===== config.mk =====
export PLATFORM = sky130hd
export DESIGN_NAME = modular_exponentiation
export DESIGN_NICKNAME = d
export VERILOG_FILES = /design/src/rtl/mexp_pkg.sv /design/src/rtl/mexp_modmul.sv /design/src/rtl/modular_exponentiation.sv
export VERILOG_INCLUDE_DIRS = /design/src /design/src/rtl
export SDC_FILE = /design/constraint.sdc
export NUM_CORES = 1
export LEC_CHECK = 0
export BUFFER_PORTS_ARGS = -buffer_cell sky130_fd_sc_hd__buf_4
export CAP_MARGIN = 20
export CORE_ASPECT_RATIO = 2
export CORE_MARGIN = 1
export CORE_UTILIZATION = 47
export DETAILED_ROUTE_END_ITERATION = 8
export GPL_ROUTABILITY_DRIVEN = 0
export RECOVER_POWER = 25
export SLEW_MARGIN = 20
export SYNTH_ARGS = -nofsm -noshare
export SYNTH_HDL_FRONTEND = slang
export SYNTH_HIERARCHICAL = 1
export SYNTH_SLANG_ARGS = --single-unit

===== constraint.sdc =====
create_clock -name clk -period 6.6 [get_ports clk]
set_clock_uncertainty 0.15 [all_clocks]
set_input_delay 1.32 -clock clk [delete_from_list [all_inputs] [get_ports clk]]
set_output_delay 1.32 -clock clk [all_outputs]
set_load 0.01 [all_outputs]

===== src/rtl/assert_macros.svh =====
// Assertion macros shared by the modular exponentiation RTL.
// Each macro expects signals named clk and arst_n in the calling module.
`ifndef ASSERT_MACROS_SVH
`define ASSERT_MACROS_SVH

// Same-cycle implication, disabled while reset is asserted.
`define MEXP_ASSERT_IMP(label, ante, cons) \
	label: assert property (@(posedge clk) disable iff (!arst_n) (ante) |-> (cons)) \
		else $error("modular exponentiation assertion failed");

// Next-cycle implication, disabled while reset is asserted.
`define MEXP_ASSERT_NEXT(label, ante, cons) \
	label: assert property (@(posedge clk) disable iff (!arst_n) (ante) |=> (cons)) \
		else $error("modular exponentiation assertion failed");

`endif


===== src/rtl/mexp_pkg.sv =====
// Package for the modular exponentiation block: widths, reset values and
// configuration register indexes. Depends on nothing.
`default_nettype none

package mexp_pkg;

	localparam int EXP_WIDTH       = 32;
	localparam int DEF_MOD_WIDTH   = 32;
	localparam int DEF_MSG_WIDTH   = 64;
	localparam int CFG_INDEX_WIDTH = 2;

	localparam logic [63:0] RESET_EXPONENT = 64'd17;
	localparam logic [63:0] RESET_MODULUS  = 64'd3233;

	typedef logic [CFG_INDEX_WIDTH-1:0] cfg_index_t;

	localparam cfg_index_t REG_EXPONENT = 2'd0;
	localparam cfg_index_t REG_MODULUS  = 2'd1;

endpackage

`default_nettype wire


===== src/rtl/mexp_modmul.sv =====
// Serial modular multiplier: one operand bit per cycle, double-add-reduce.
// Uses assert_macros.svh; no package dependency.
`default_nettype none

module mexp_modmul #(
	parameter int MOD_WIDTH = 32,
	parameter int OP_WIDTH  = 64,
	parameter int CNT_WIDTH = 7
) (
	input  wire logic                 clk,
	input  wire logic                 arst_n,
	input  wire logic                 start,
	input  wire logic [MOD_WIDTH-1:0] a,
	input  wire logic [OP_WIDTH-1:0]  b,
	input  wire logic [CNT_WIDTH-1:0] nbits,
	input  wire logic [MOD_WIDTH-1:0] m,
	output logic                      done,
	output logic [MOD_WIDTH-1:0]      result
);

`include "assert_macros.svh"

	logic                 busy_q;
	logic                 done_q;
	logic [CNT_WIDTH-1:0] cnt_q;
	logic [MOD_WIDTH-1:0] acc_q;
	logic [MOD_WIDTH-1:0] a_q;
	logic [OP_WIDTH-1:0]  b_q;

	logic [MOD_WIDTH+1:0] sum;
	logic [MOD_WIDTH+1:0] m_one;
	logic [MOD_WIDTH+1:0] m_two;
	logic [MOD_WIDTH+1:0] reduced;
	logic [MOD_WIDTH-1:0] addend;

	// acc < m and a < m, so 2*acc + a stays below 3m: at most two subtractions.
	always_comb begin
		addend  = b_q[OP_WIDTH-1] ? a_q : '0;
		sum     = {1'b0, acc_q, 1'b0} + {2'b00, addend};
		m_one   = {2'b00, m};
		m_two   = {1'b0, m, 1'b0};
		if (sum >= m_two) begin
			reduced = sum - m_two;
		end else if (sum >= m_one) begin
			reduced = sum - m_one;
		end else begin
			reduced = sum;
		end
	end

	always_ff @(posedge clk or negedge arst_n) begin
		if (!arst_n) begin
			busy_q <= 1'b0;
			done_q <= 1'b0;
			cnt_q  <= '0;
		end else begin
			done_q <= 1'b0;
			if (start) begin
				busy_q <= 1'b1;
				cnt_q  <= nbits;
			end else if (busy_q) begin
				cnt_q <= cnt_q - CNT_WIDTH'(1);
				if (cnt_q == CNT_WIDTH'(1)) begin
					busy_q <= 1'b0;
					done_q <= 1'b1;
				end
			end
		end
	end

	always_ff @(posedge clk) begin
		if (start) begin
			acc_q <= '0;
			a_q   <= a;
			b_q   <= b;
		end else if (busy_q) begin
			acc_q <= reduced[MOD_WIDTH-1:0];
			b_q   <= b_q << 1;
		end
	end

	assign done   = done_q;
	assign result = acc_q;

	`MEXP_ASSERT_IMP(a_acc_below_mod, busy_q, acc_q < m)
	`MEXP_ASSERT_IMP(a_no_restart_busy, start, !busy_q)
	`MEXP_ASSERT_IMP(a_done_when_idle, done_q, !busy_q)

endmodule

`default_nettype wire


===== src/rtl/modular_exponentiation.sv =====
// Top level of the modular exponentiation block: configuration registers,
// square-and-multiply sequencer. Depends on mexp_pkg, mexp_modmul and
// assert_macros.svh.
`default_nettype none

// Computes ciphertext = message ^ public_exponent mod modulus, one item at a
// time. An item is taken when start is high and busy is low; the result then
// appears on ciphertext and bad_modulus, marked by done for a single cycle,
// and must be captured in that cycle, since the block cannot be stalled. Each
// item runs through a single serial modular multiplier that handles one
// operand bit per cycle. A first pass reduces the message modulo the modulus;
// then, for exponent e, the multiplier runs floor(log2(e)) squarings and
// popcount(e) multiplications. An exponent of zero gives 1 (or 0 when the
// modulus is 1) after the reduction alone. A zero modulus is answered on the
// cycle after acceptance with bad_modulus high and ciphertext zero. The
// configuration channel is ready only while the block is idle; writes to an
// unknown index are dropped.
module modular_exponentiation #(
	parameter int MOD_WIDTH = mexp_pkg::DEF_MOD_WIDTH,
	parameter int MSG_WIDTH = mexp_pkg::DEF_MSG_WIDTH
) (
	input  wire logic                        clk,
	input  wire logic                        arst_n,
	input  wire logic                        start,
	output logic                             busy,
	input  wire logic [MSG_WIDTH-1:0]        message,
	output logic                             done,
	output logic [MOD_WIDTH-1:0]             ciphertext,
	output logic                             bad_modulus,
	input  wire logic                        cfg_valid,
	output logic                             cfg_ready,
	input  wire mexp_pkg::cfg_index_t        cfg_index,
	input  wire logic [((MOD_WIDTH > mexp_pkg::EXP_WIDTH) ? MOD_WIDTH :
		mexp_pkg::EXP_WIDTH)-1:0]        cfg_data
);

`include "assert_macros.svh"

	localparam int EXP_WIDTH = mexp_pkg::EXP_WIDTH;
	// The serial operand register must hold either the message or a residue.
	localparam int OP_WIDTH  = (MSG_WIDTH > MOD_WIDTH) ? MSG_WIDTH : MOD_WIDTH;
	localparam int CNT_WIDTH = $clog2(OP_WIDTH + 1);

	// Sequencer states.
	localparam logic [1:0] S_IDLE   = 2'd0;
	localparam logic [1:0] S_REDUCE = 2'd1;
	localparam logic [1:0] S_MUL    = 2'd2;
	localparam logic [1:0] S_SQR    = 2'd3;

	logic [1:0]           state_q;
	logic [1:0]           state_d;
	logic [EXP_WIDTH-1:0] exp_q;
	logic [MOD_WIDTH-1:0] mod_q;

	logic [MOD_WIDTH-1:0] product_q;
	logic [MOD_WIDTH-1:0] square_q;
	logic [EXP_WIDTH-1:0] exp_left_q;

	logic                 done_q;
	logic [MOD_WIDTH-1:0] cipher_q;
	logic                 bad_q;

	logic                 in_accept;
	logic                 mod_zero;
	logic [MOD_WIDTH-1:0] one_mod;

	logic                 mm_start;
	logic                 mm_reduce;
	logic [MOD_WIDTH-1:0] mm_a;
	logic [MOD_WIDTH-1:0] mm_b;
	logic [OP_WIDTH-1:0]  mm_b_word;
	logic [CNT_WIDTH-1:0] mm_nbits;
	logic                 mm_done;
	logic [MOD_WIDTH-1:0] mm_result;

	logic                 fin;
	logic [MOD_WIDTH-1:0] fin_value;

	assign busy      = (state_q != S_IDLE);
	assign cfg_ready = !busy;
	assign in_accept = start && !busy;
	assign mod_zero  = (mod_q == '0);
	// One reduced modulo the modulus: the starting product, and the multiplier
	// operand that turns the serial pass over the message into a reduction.
	assign one_mod   = (mod_q == MOD_WIDTH'(1)) ? '0 : MOD_WIDTH'(1);

	// The sequencer launches the next multiplication in the very cycle the
	// previous one reports done, so the unit never waits between operations.
	// Squaring is skipped once no exponent bits remain, as its result is unused.
	always_comb begin
		mm_start  = 1'b0;
		mm_reduce = 1'b0;
		mm_a      = '0;
		mm_b      = '0;
		fin       = 1'b0;
		fin_value = product_q;
		state_d   = state_q;
		unique case (state_q)
			S_IDLE: begin
				if (in_accept && !mod_zero) begin
					mm_start  = 1'b1;
					mm_reduce = 1'b1;
					mm_a      = one_mod;
					state_d   = S_REDUCE;
				end
			end
			S_REDUCE: begin
				if (mm_done) begin
					if (exp_left_q == '0) begin
						fin       = 1'b1;
						fin_value = product_q;
						state_d   = S_IDLE;
					end else if (exp_left_q[0]) begin
						mm_start = 1'b1;
						mm_a     = product_q;
						mm_b     = mm_result;
						state_d  = S_MUL;
					end else begin
						mm_start = 1'b1;
						mm_a     = mm_result;
						mm_b     = mm_result;
						state_d  = S_SQR;
					end
				end
			end
			S_MUL: begin
				if (mm_done) begin
					if (exp_left_q[EXP_WIDTH-1:1] == '0) begin
						fin       = 1'b1;
						fin_value = mm_result;
						state_d   = S_IDLE;
					end else begin
						mm_start = 1'b1;
						mm_a     = square_q;
						mm_b     = square_q;
						state_d  = S_SQR;
					end
				end
			end
			S_SQR: begin
				// A squaring only runs while higher exponent bits remain, so the
				// shifted exponent is non-zero and its low bit picks the next step.
				if (mm_done) begin
					mm_start = 1'b1;
					if (exp_left_q[1]) begin
						mm_a    = product_q;
						mm_b    = mm_result;
						state_d = S_MUL;
					end else begin
						mm_a    = mm_result;
						mm_b    = mm_result;
						state_d = S_SQR;
					end
				end
			end
		endcase
	end

	// A residue is fed most significant bit first from the top of the operand
	// register; the message fills it from its own top bit.
	assign mm_b_word = mm_reduce ? (OP_WIDTH'(message) << (OP_WIDTH - MSG_WIDTH))
		: (OP_WIDTH'(mm_b) << (OP_WIDTH - MOD_WIDTH));
	assign mm_nbits  = mm_reduce ? CNT_WIDTH'(MSG_WIDTH) : CNT_WIDTH'(MOD_WIDTH);

	mexp_modmul #(
		.MOD_WIDTH (MOD_WIDTH),
		.OP_WIDTH  (OP_WIDTH),
		.CNT_WIDTH (CNT_WIDTH)
	) u_modmul (
		.clk    (clk),
		.arst_n (arst_n),
		.start  (mm_start),
		.a      (mm_a),
		.b      (mm_b_word),
		.nbits  (mm_nbits),
		.m      (mod_q),
		.done   (mm_done),
		.result (mm_result)
	);

	// Control state and configuration registers.
	always_ff @(posedge clk or negedge arst_n) begin
		if (!arst_n) begin
			state_q <= S_IDLE;
			done_q  <= 1'b0;
			exp_q   <= EXP_WIDTH'(mexp_pkg::RESET_EXPONENT);
			mod_q   <= MOD_WIDTH'(mexp_pkg::RESET_MODULUS);
		end else begin
			state_q <= state_d;
			done_q  <= fin || (in_accept && mod_zero);
			if (cfg_valid && cfg_ready) begin
				if (cfg_index == mexp_pkg::REG_EXPONENT) begin
					exp_q <= cfg_data[EXP_WIDTH-1:0];
				end else if (cfg_index == mexp_pkg::REG_MODULUS) begin
					mod_q <= cfg_data[MOD_WIDTH-1:0];
				end
			end
		end
	end

	// Working values and the result beat; no reset needed.
	always_ff @(posedge clk) begin
		if (state_q == S_IDLE && in_accept && !mod_zero) begin
			product_q  <= one_mod;
			exp_left_q <= exp_q;
		end
		if (mm_done && (state_q == S_REDUCE)) begin
			square_q <= mm_result;
		end
		if (mm_done && (state_q == S_MUL)) begin
			product_q <= mm_result;
		end
		if (mm_done && (state_q == S_SQR)) begin
			square_q   <= mm_result;
			exp_left_q <= exp_left_q >> 1;
		end
		if (fin) begin
			cipher_q <= fin_value;
			bad_q    <= 1'b0;
		end else if (in_accept && mod_zero) begin
			cipher_q <= '0;
			bad_q    <= 1'b1;
		end
	end

	assign done        = done_q;
	assign ciphertext  = cipher_q;
	assign bad_modulus = bad_q;

	`MEXP_ASSERT_IMP(a_done_when_idle, done_q, !busy)
	`MEXP_ASSERT_IMP(a_result_below_mod, done_q && !bad_q, cipher_q < mod_q)
	`MEXP_ASSERT_NEXT(a_zero_mod_flagged, in_accept && mod_zero, done_q && bad_q)

endmodule

`default_nettype wire

==> results of run 1 <==
power by group through the flow:
stage	combinational (mW)	sequential [mW]	clock, mW
floorplan	0.00108	2.25	0
global placement	0.0624	2.25	0
detailed placement	0.0631	2.25	0
CTS	0.0632	2.20	2.07
global route	0.0676	2.20	2.14
finish	0.0609	2.20	2.03
what timing repair did:
action	in CTS	in global routing
setup buffers	0	0
hold buffers	0	0
resized for setup	0	5
endpoints found under the setup margin	0	24
registers in the layout, indices dropped and copies added (netlist names):
signal           count
state_q              2
u_modmul/b_q        64
ciphertext          32
bad_modulus          1
u_modmul/result     32
done                 1
u_modmul/cnt_q       7
exp_left_q          32
mod_q               32
square_q            32
u_modmul/a_q        32
exp_q               32
product_q           32
u_modmul/done        1
u_modmul/busy_q      1
metrics by stage:
stage / cell area [um^2] / hold WS [ps] / setup slack, ps
after floorplan: 21000 / 326 / 1060
after global placement: 22600 / 339 / 510
final: 23700 / 358 / 389
after detailed placement: 22600 / 345 / 376
after global routing: 23700 / 375 / 48.9
after CTS: 23700 / 360 / 361
area by class of cell:
class,instances,share of cell area
Tap cell,555,0.0293
Clock buffer,35,0.0356
Timing Repair Buffer,169,0.0529
Inverter,71,0.0112
Antenna cell,1,0.000106
Sequential cell,333,0.392
Multi-Input combinational cell,1513,0.467
Clock inverter,23,0.0127
kinds of logic (layout without fill, tap and decap cells):
kind of cell	count (synthesis)	after routing
flip-flops	333	333
AO/OA/AOI/OAI	454	454
adder cells (fa/ha/maj)	105	105
other	1	6
multiplexers	250	250
buffers and inverters	177	298
XOR/XNOR	79	79
AND/OR/NAND/NOR	620	620
cells in the final DEF, fill, tap and decap left out, types with 36 or more instances in the layout:
| cell type | netlist | routed |
|---|---|---|
| mux2_2 | 159 | 159 |
| xnor2_1 | 49 | 49 |
| o21ai_0 | 78 | 78 |
| a21o_1 | 36 | 36 |
| nor2_1 | 173 | 172 |
| a21oi_1 | 97 | 96 |
| edfxtp_1 | 223 | 223 |
| mux2i_1 | 90 | 90 |
| dfrtp_1 | 69 | 69 |
| inv_1 | 70 | 69 |
| nand2_1 | 181 | 179 |
| and2_1 | 72 | 71 |
| and3_1 | 69 | 69 |
| buf_4 | 0 | 163 |
| ha_1 | 102 | 101 |
path summary, 6_finish.rpt:
check | end | slack (ps) | depth (start not counted)
max in group asynchronous | mod_q[26] | 2070 | 2
min | exp_q[19] | 360 | 1
min in group asynchronous | exp_q[6] | 760 | 1
max reg2reg | u_modmul/result[31] | 390 | 24
min reg2reg | exp_q[19] | 360 | 1
max | u_modmul/result[31] | 390 | 24
worst max-delay path, stage by stage (launching register included):
cell and delay, ps:
edfxtp_1 530, and2_1 210, ha_1 220, inv_1 80
fa_1 200, nor2b_1 70, o31a_1 280, o41a_1 400
o211ai_2 240, a31oi_1 260, or2_2 380, a21oi_1 310
xnor2_1 270, ha_1 360, a21o_1 210, nand2_1 60
nand2_1 80, a21o_1 190, a221o_1 340, a21oi_1 160
o21ai_1 100, buf_4 190, nor2_1 460, a31oi_1 130
o31ai_1 240
layer usage:
layer	GRT usage	share of wire	vias to the layer above
met5	0	0	-
met3	0.0228	0.040	170
met4	0.154	0.062	0
met1	0.288	0.38	7853
met2	0.483	0.52	506
li1	-	-	7721
==> impl_metrics.ini, run 1 <==
[status]
outcome = complete, but fails checks
violations = max-capacitance violations, max-slew violations

[timing]
hold_viol = 0
rsz0062_at_grt = false
drv_slew = 155
worst_pin_slew_ps = 3050
post-route-period-util = 0.941
setup_viol = 0
finalCriticalPeriod_ps = 6210
maxSlewHeadroom = -1.03
tns_ps = 0
fmax_mhz = 161

[yosys]
synth_adder_area_share = 0.0635
synthArstFlopShare = 0.228
syn_area_um2 = 21000
syn-instance-count = 2019
yosysTopAreaCell = edfxtp_1
synth_area_per_cell_um2 = 10.4
ys_seq_area_frac = 0.442
synthTopCellsByArea = edfxtp_1 (32%), mux2_2 (8.5%), dfrtp_1 (8.2%)
synth_flop_cell = edfxtp_1
yosysMostFrequentCell = edfxtp_1
synth-xor-area-share = 0.0329
synth_top_family_by_area = compound AO/OA/AOI/OAI gates
synth_compound_area_frac = 0.156
synth_seq_cells = 333
synth_edf_count = 223
yosys-top-cells-count = edfxtp_1 (223), nand2_1 (181), nor2_1 (173)
synth_cell_type_count = 86
yosysWarnings = 6
synth_top_area_share = 0.318
muxShareOfSynthArea = 0.129
yosys.area_share.simple = 0.142

[clocking]
clock-root-buffer = clkbuf_16
h-tree-depth = 1
cts_tree = built
clk_pin_slew_ps = 70
clock_latency_ps = 600
ctsLongestPathBuffers = 3
cts_buffers = 31
clock_sinks = 333

[worst_setup_path]
crit_path_end_kind = flop
r2r-start = u_modmul/b_q[63]
worstSetupStartpointType = flop
crit_arrival_ps = 6560
required_ps = 6950
crit_type = reg2reg
critPathLaunch = u_modmul/b_q[63]
critPathMaxFanout = 11

[route]
wire_per_inst_um = 22.1
drt_iter0_drc = 940
post-route-drc-count = 0
dr.pass1.iters = 5
drt_wl_total_um = 59600
vias = 16300
postRouteAntennaNets = 0
viasPerCell = 6.02

[grt]
grt-ovfl-total = 0
grt_antenna_before_repair = 0
grt_pass1_wl_um = 91700
grt_max_degree = 68
grt_pass1_vias = 16600
grt_use_total = 0.263

[place]
dp.cells = 2641
dp_hpwl_um = 43600
portBuffers = 137

[layout]
area_growth_pct = 12.8
instances_no_fill = 2700
multiInputGateArea_um2 = 11100
seqCellArea_um2 = 9290
final_core_util = 0.537
fill_cells = 4016
layout-drive-gt1-share = 0.196
nets = 2326

[die]
fp.dieH_um = 301
die_x_um = 152
initial_core_util = 0.476
core_area_um2 = 44200
ios = 138
die_area_um2 = 45600
row_count = 109

[power_and_ir_drop]
power_density_nw_per_um2 = 181
pwr-share-clk = 0.473
swShare = 0.206
power_leakage_nw = 9.60
p_seq_frac = 0.513
p_int_mw = 3.41
vdd_ir_drop_max_mv = 0.189
power_frac_comb = 0.014
power_mw = 4.29
p_switching_uw = 886

[worst_hold_path]
min-delay-start = exp_q[19]
hold_class = reg2reg

[run]
max-cap-violations = 3
(Power assumes the default switching activity.)
==> run 2: changes to the inputs <==
PLACE_DENSITY = 0.67   (was unset)
clock period = 5.02 ns   (was 6.6 ns; I/O delays follow)
==> run 2 against run 1 <==
Compared with the run above: the run ends with max-capacitance violations, max-slew violations, negative setup slack left; power increased by 29%; clock-buffer cell count increased by 5; first-iteration DRC count increased by 7.9%; non-clock buffer count increased by 251; sequential share of layout area decreased by 3.8 points; core utilization increased by 5.8 points; critical path type unchanged.
==> impl_metrics.ini, run 2 (same netlist as run 1, synthesis figures left out) <==
[status]
outcome = complete, but fails checks
violations = max-capacitance violations, max-slew violations, negative setup slack

[die]
fp.dieH_um = 301
die_area_um2 = 45600
die_x_um = 152
core_area_um2 = 44200
initial_core_util = 0.476
row_count = 109
ios = 138

[layout]
top_register = u_modmul/b_q
seqCellArea_um2 = 9290
finalInstanceArea_um2 = 26300
final_core_util = 0.595
multiInputGateArea_um2 = 11700
fill_cells = 3701
mostFrequentLayoutCell = buf_4
largest_reg_flops = 64
instances_no_fill = 2951
mostFrequentLayoutCells = buf_4 (368), edfxtp_1 (223), nand2_1 (175), nor2_1 (166), mux2_2 (159)
nets = 2581
antennaDiodeCount = 0
area_growth_pct = 25.0
layout-drive-gt1-share = 0.306

[worst_hold_path]
hold_class = reg2reg
hold_depth = 1

[clocking]
cts_hold_buf = 0
h-tree-depth = 2
ctsLongestPathBuffers = 3
cts_tree = built
clk_pin_slew_ps = 60
clock_sinks = 333
clock-root-buffer = clkbuf_16
clock_latency_ps = 530
cts_buffers = 34

[timing]
hold_viol = 0
holdWs_ps = 355
maxSlewHeadroom = -0.858
drv_slew = 220
finalCriticalPeriod_ps = 5640
post-route-period-util = 1.12
rsz0062_at_grt = true
fmax_mhz = 177
setup_viol = 32
layout_setup_ws_ps = -624
worst_pin_slew_ps = 2790
tns_ps = -16560

[power_and_ir_drop]
pwr-share-clk = 0.463
vdd_ir_drop_max_mv = 0.172
p_seq_frac = 0.522
power_density_nw_per_um2 = 211
p_int_mw = 4.40
power_mw = 5.55
power_leakage_nw = 10.8
power_frac_comb = 0.015
swShare = 0.208
p_switching_mw = 1.15

[route]
postRouteAntennaNets = 0
wire_per_inst_um = 21.9
post-route-drc-count = 0
drt_iter0_drc = 1014
dr.pass1.iters = 7
viasPerCell = 5.99
vias = 17700
drt_wl_total_um = 64500

[worst_setup_path]
crit_path_end_kind = flop
required_ps = 5340
r2r_cells = 23
crit_type = reg2reg
worstSetupStartpointType = flop
crit_arrival_ps = 5970
critPathMaxFanout = 8

[place]
dp_hpwl_um = 46900
portBuffers = 137
dp.cells = 2875
place_ws_ps = -638
post_dp_cell_area_um2 = 24500

[grt]
grt-ovfl-total = 0
grt_pass1_vias = 18300
grt_pass1_wl_um = 98500
grt_max_degree = 75
grt_antenna_before_repair = 0
grt_use_total = 0.281

[run]
max-cap-violations = 6
[run 2: changes by cell type in the layout (fill, tap and decap cells not counted), sizes merged]
cell      change
or2           +1
clkbuf       +31
clkinvlp      +1
buf         +225
bufinv        -3
diode         -1
clkinv        -1
inv           -2
[run 2: layer usage]
metal / vias up / routed length [um] / GRT usage / share of wire
met3: 255 / 3130 / 0.0368 / 0.049
met1: 8557 / 23000 / 0.295 / 0.36
met2: 652 / 32900 / 0.503 / 0.51
met4: 0 / 5480 / 0.209 / 0.085
li1: 8221 / - / - / -
met5: - / 0 / 0 / 0
[run 2: critical path: stages (launching register included)]
cell,delay (ps)
edfxtp_1,510
and2_4,200
ha_4,150
inv_2,50
fa_2,220
nor2b_4,50
o31a_1,270
o41a_1,480
o211ai_2,300
a31oi_4,150
or2_4,300
a211oi_4,250
xnor2_2,160
ha_1,280
and3_4,160
a221o_1,350
a221o_1,310
a21oi_2,140
o21ai_2,70
or2_4,310
buf_12,160
buf_16,150
o211ai_1,210
a22o_1,170
[run 2: final timing paths]
check                                      end  slack, ps        startpoint
max                        u_modmul/result[20]       -620  u_modmul/b_q[63]
min                                   exp_q[5]        360          exp_q[5]
max reg2reg                u_modmul/result[20]       -620  u_modmul/b_q[63]
min reg2reg                           exp_q[5]        360          exp_q[5]
max in group asynchronous            exp_q[10]       1050            arst_n
min in group asynchronous                 done       1200            arst_n
[run 2: cell type report]
class                   count  share of cell area
well taps                 555              0.0264
clock inverters            18             0.00690
multi-input cells        1514               0.445
clock buffers              40              0.0344
repair buffers            420               0.124
inverters                  71              0.0101
flip-flops and latches    333               0.353
[run 2: power by group through the flow]
stage               registers [mW]  logic [mW]  clock network, mW
floorplan                     2.96     0.00142                  0
global placement              2.96      0.0835                  0
detailed placement            2.96      0.0846                  0
CTS                           2.90      0.0851               2.61
global route                  2.90      0.0904               2.72
finish                        2.90      0.0827               2.57
[run 2: what timing repair did]
| action | 4_1_cts | 5_1_grt |
|---|---|---|
| endpoints found under the setup margin | 32 | 32 |
| pin swaps | 45 | 22 |
| gates cloned | 3 | 1 |
| resized for setup | 92 | 48 |
| buffers inserted | 11 | 3 |
